--- config.mk ---
export PLATFORM = sky130hd
export DESIGN_NAME = itfa_ctrl
export DESIGN_NICKNAME = d
export VERILOG_FILES = /design/src/hdl/itfa_pkg.sv /design/src/hdl/itfa_ctrl.sv
export SDC_FILE = /design/constraint.sdc
export NUM_CORES = 1
export LEC_CHECK = 0
export ABC_AREA = 1
export ABC_CLOCK_PERIOD_IN_PS = 1800
export BUFFER_PORTS_ARGS = -buffer_cell sky130_fd_sc_hd__buf_2
export CAP_MARGIN = 20
export CORE_UTILIZATION = 45
export DETAILED_ROUTE_END_ITERATION = 8
export PLACE_DENSITY = 0.71
export SYNTH_ARGS = -nofsm -noshare
export SYNTH_HDL_FRONTEND = slang
export SYNTH_SLANG_ARGS = --single-unit
--- constraint.sdc ---
create_clock -name clk_i -period 1.8 [get_ports clk_i]
set_clock_uncertainty 0.2 [all_clocks]
set_input_delay 0.09 -clock clk_i [delete_from_list [all_inputs] [get_ports clk_i]]
set_output_delay 0.09 -clock clk_i [all_outputs]
set_load 0.005 [all_outputs]
--- src/hdl/itfa_pkg.sv ---
// Shared types and constants for the integer to ASCII field formatter.
`timescale 1ns / 1ps
package itfa_pkg;

  localparam int unsigned ValW = 64;

  // Configuration register indexes.
  localparam logic [6:0] RegRadix     = 7'd0;
  localparam logic [6:0] RegPrecision = 7'd1;
  localparam logic [6:0] RegUnsigned  = 7'd2;
  localparam logic [6:0] RegSignPlus  = 7'd3;
  localparam logic [6:0] RegWidth     = 7'd4;
  localparam logic [6:0] RegMinDigits = 7'd5;

  // Radix codes.
  localparam logic [1:0] RadixBin = 2'd0;
  localparam logic [1:0] RadixOct = 2'd1;
  localparam logic [1:0] RadixDec = 2'd2;
  localparam logic [1:0] RadixHex = 2'd3;

  // Precision codes.
  localparam logic [1:0] Prec64 = 2'd0;
  localparam logic [1:0] Prec32 = 2'd1;
  localparam logic [1:0] Prec16 = 2'd2;
  localparam logic [1:0] Prec8  = 2'd3;

  localparam logic [7:0] ChStar  = 8'h2A;
  localparam logic [7:0] ChPlus  = 8'h2B;
  localparam logic [7:0] ChMinus = 8'h2D;
  localparam logic [7:0] ChZero  = 8'h30;
  localparam logic [7:0] ChBlank = 8'h20;

  // Configuration as seen by the datapath.
  typedef struct packed {
    logic [1:0] radix;
    logic [1:0] prec;
    logic       unsgn;
    logic       plus;
    logic [6:0] width;
    logic [6:0] min_digits;
  } cfg_t;

  // Controller commands to the datapath.
  typedef struct packed {
    logic load;     // capture value, form magnitude and sign
    logic digit;    // extract one digit
    logic emit;     // drive one character
  } cmd_t;

  // Datapath status to the controller.
  typedef struct packed {
    logic mag_zero;
    logic digs_full;
  } sts_t;

  // Map a digit 0..15 to ASCII, hex upper case.
  function automatic logic [7:0] digit_char(input logic [3:0] d);
    digit_char = (d > 4'd9) ? (ChZero + 8'(d) + 8'd7) : (ChZero + 8'(d));
  endfunction

endpackage

--- src/hdl/itfa_ctrl.sv ---
// Controller state machine: load, digit extraction loop and character emission.
`timescale 1ns / 1ps
module itfa_ctrl import itfa_pkg::*; #(
  parameter int unsigned CntW = 7
) (
  input  logic            clk_i,
  input  logic            rst_ni,
  input  logic            start_i,
  input  logic [CntW-1:0] width_i,
  input  sts_t            sts_i,
  output cmd_t            cmd_o,
  output logic [CntW-1:0] pos_o,
  output logic            busy_o
);

  typedef enum logic [1:0] {StIdle, StDigit, StSetup, StEmit} state_e;

  state_e          state_q;
  logic [CntW-1:0] pos_q;

  // One clocked block holds state and the emit position.
  always_ff @(posedge clk_i or negedge rst_ni) begin
    if (!rst_ni) begin
      state_q <= StIdle;
      pos_q   <= '0;
    end else begin
      unique case (state_q)
        StIdle: begin
          if (start_i) begin
            state_q <= StDigit;
          end
        end
        StDigit: begin
          if (sts_i.mag_zero || sts_i.digs_full) begin
            state_q <= StSetup;
          end
        end
        StSetup: begin
          pos_q <= '0;
          if (width_i == '0) begin
            state_q <= StIdle;
          end else begin
            state_q <= StEmit;
          end
        end
        StEmit: begin
          pos_q <= pos_q + 1'b1;
          if (pos_q + 1'b1 == width_i) begin
            state_q <= StIdle;
          end
        end
        default: state_q <= StIdle;
      endcase
    end
  end

  // Command decode.
  always_comb begin
    cmd_o       = '0;
    cmd_o.load  = (state_q == StIdle) && start_i;
    cmd_o.digit = (state_q == StDigit) && !sts_i.mag_zero && !sts_i.digs_full;
    cmd_o.emit  = (state_q == StEmit);
  end

  assign pos_o  = pos_q;
  assign busy_o = (state_q != StIdle);

endmodule

==> impl_results.md <==
* Initial antenna violation count at 0
* Async set-reset flop share out of synthesis at 100%
* Crit path buffers/inverters at 2
* CP cell instances: nand2_1, inv_1, buf_2
* Critical path class: flip-flop to output pin
* DRC at 0
* Io pins at 23
* Post-synth EDFFs at 0
* Max transition margin at 77.2%
* Clock Tree Root: clkbuf_4
* Yosys top cell by area: dfrtp_1
* CTS max path bufs at 2
* Critical Path Stages at 3
* Final Hold Viols at 0
* GPL Wtd Cong at 0.819
* Wire length of the first global-routing pass at approximately 2.4 mm
* CTS tree: yes
* Final HPWL DP at 1.29 mm
* Area Overhead vs Synth at 32.2%
* Clock Latency Late Sink at roughly 0.26 ns
* CP Max Fanout at 10
* Total Power at 0.000979 W
* Port Buffer Count at 22
* DR vias at 734
* Avg Vias per Cell at 5.13
* Drt wl/cell at 11.5 µm
* Synthesized instance count at about 100
* Synth Flop Type: dfrtp_1
* CTS buffer count at 3
* DRT Pass-1 Iters at 4
* Final setup fails at 0
* Width of the die at 40.2 µm
* Sequential element share of the synthesized area at 34.3%
* Post-synth top area share at 34.3%
* Depth of the most critical reg-to-reg path at 12
* Largest cells by area after synthesis: dfrtp_1, nand2_1, inv_1
* Initial Utilization at 49.2%
* Max Cap Viol at 0
* Cell Area, Placed at 796 µm²
* Fmax at 0.596 GHz
* Core area at 1330 µm²
* CP startpoint: state_q[1]$_DFFE_PN0P_
* Max VDD drop at about 0.77 mV
* Worst setup path end: cmd_o[0]
* Distinct cells, synth at 23
* Syn. warnings at 0
* Largest net degree at the start of global routing at 11
* Final WS setup at 0.122 ns
* Hold crit path type: primary input to asynchronous set/reset pin
* Net Count, Synth at 111
* RR Startpoint: pos_o[0]$_DFFE_PN0P_
* Slew Viols, Final at 0
* CP max stage cell: dfrtp_1
* Seq cells post-synth at 9
* Fin crit share at 93.2%
* Die Ht at 40.2 µm
* Setup crit start kind: flip-flop
* Total Routing Usage GR at 23.6%
* WL final at 1.64 mm
* Slew @ Worst Pin at 0.338 ns
* GRT overflow at 0
* Setup crit end kind: output pin
* Initial DRC count at 23
* Clock transition at the registers of the reported paths at 0.06 ns
* Die Area at 1620 µm²
* Syn avg cell area at 6.70 µm²
* Status: finished clean
* Rows at 13
* Sink Count at 9
* Final Critical Period at 1.68 ns
* # nets final at 142
* Layout cell share with drive strength beyond 1 at 27.3%
* WP data arrival at 1.39 ns
* Place WS at 0.101 ns
* Leakage at 0.472 nW
* Pwr Density at 1130 nW/µm²
* Slowest stage delay, CP at 0.54 ns
* Design Area, Final at ~870 µm²
* Final hold slack at 0.00722 ns
* R2R setup slack at 0.14 ns
* Setup_tns at 0 ns
* Postcts setup bufs at 0
* CTS H-tree lvls at 1
* N_diodes at 0
* Fill cells at 127
* Vias in the first global route at 614
* Reg-to-Reg End: state_q[1]$_DFFE_PN0P_
* Cell Area, Synth at roughly 660 µm²
* Antenna Violating Nets Remaining at 0
* CP Data Required Time at 1.51 ns
* Cell family with most CP delay: flip-flops
-- worst reg2reg max path, delay by kind of cell, from the launching register on --
| family | cells | cell delay (ns) |
|---|---|---|
| simple gates | 9 | 0.63 |
| fa+ha+maj | 1 | 0.22 |
| buf+inv | 1 | 0.05 |
| compound gates | 1 | 0.08 |
| flops | 1 | 0.35 |
-- power by group --
part / total, W / internal [W] / switching [W]
combinational: 0.000479 / 0.000204 / 0.000276
clock: 0.000160 / 0.0000857 / 0.0000741
sequential: 0.000340 / 0.000259 / 0.0000811
total: 0.000979 / 0.000548 / 0.000431
-- synthesized netlist by cell type (2+ instances only) --
cell / n
nand2_1: 25
inv_1: 19
o22ai_1: 3
o21ai_0: 5
dfrtp_1: 9
a21oi_1: 2
nor2_1: 5
nand2_2: 2
nand3_1: 14
-- cells by family after synthesis --
kind of cell	after synthesis	synth area share, %
and+or+nand+nor	53	38.1
xor gates and xnor gates	2	2.67
adders and majority gates	1	1.90
DFF	9	34.3
buffers and inverters	20	11.6
AOI/OAI and AO/OA	13	11.4
-- how the worst min path moves through the flow --
stage,endpoint,from
floorplan,pos_o[0]$_DFFE_PN0P_,rst_ni
global placement,pos_o[0]$_DFFE_PN0P_,rst_ni
detailed placement,pos_o[0]$_DFFE_PN0P_,rst_ni
CTS,pos_o[0]$_DFFE_PN0P_,rst_ni
global route,pos_o[0]$_DFFE_PN0P_,rst_ni
finish,pos_o[0]$_DFFE_PN0P_,rst_ni
-- sequential cells by signal, summed over array words and instances, names as in the netlist --
signal / count
pos_o: 7
state_q: 2
-- cell type report --
cell class	count	area, µm²	area share [%]
inverters	19	71.3	8.21
flip-flops and latches	9	225	25.9
multi-input cells	69	372	42.8
well taps	15	18.8	2.16
clock buffers	4	26.3	3.03
repair buffers	27	155	17.9
-- placed cells by master (no fill, tap or decap), types with 2 or more instances in the layout --
cell type / count
a21oi_1: 2
buf_2: 22
buf_4: 2
clkbuf_4: 3
dfrtp_1: 9
dlygate4sd3_1: 3
inv_1: 18
nand2_1: 25
nand3_1: 14
nor2_1: 5
nor2_4: 2
o21ai_0: 5
o22ai_1: 3
-- layer usage --
layer | wire, µm | up-vias | part of all wire, % | global-route usage [%]
met3 | 75 | 4 | 4.6 | 5.00
met1 | 774 | 328 | 47 | 28.1
met4 | 26 | 0 | 1.6 | 12.5
li1 | - | 379 | - | -
met2 | 764 | 23 | 47 | 39.5
met5 | 0 | - | 0 | 0
-- metrics by stage --
step	utilization (%)	cells
2_1_floorplan	-	98
3_3_place_gp	59.7	136
3_5_place_dp	59.7	136
4_1_cts	63.9	143
5_1_grt	65.1	143
6_report	65.1	143
-- timing repair --
action                                 in CTS  in global routing
resized for setup                           0                  5
hold buffers                                3                  0
setup endpoints to repair                   0                  2
endpoints found under the hold margin      10                  0
(Power assumes the default switching activity.)
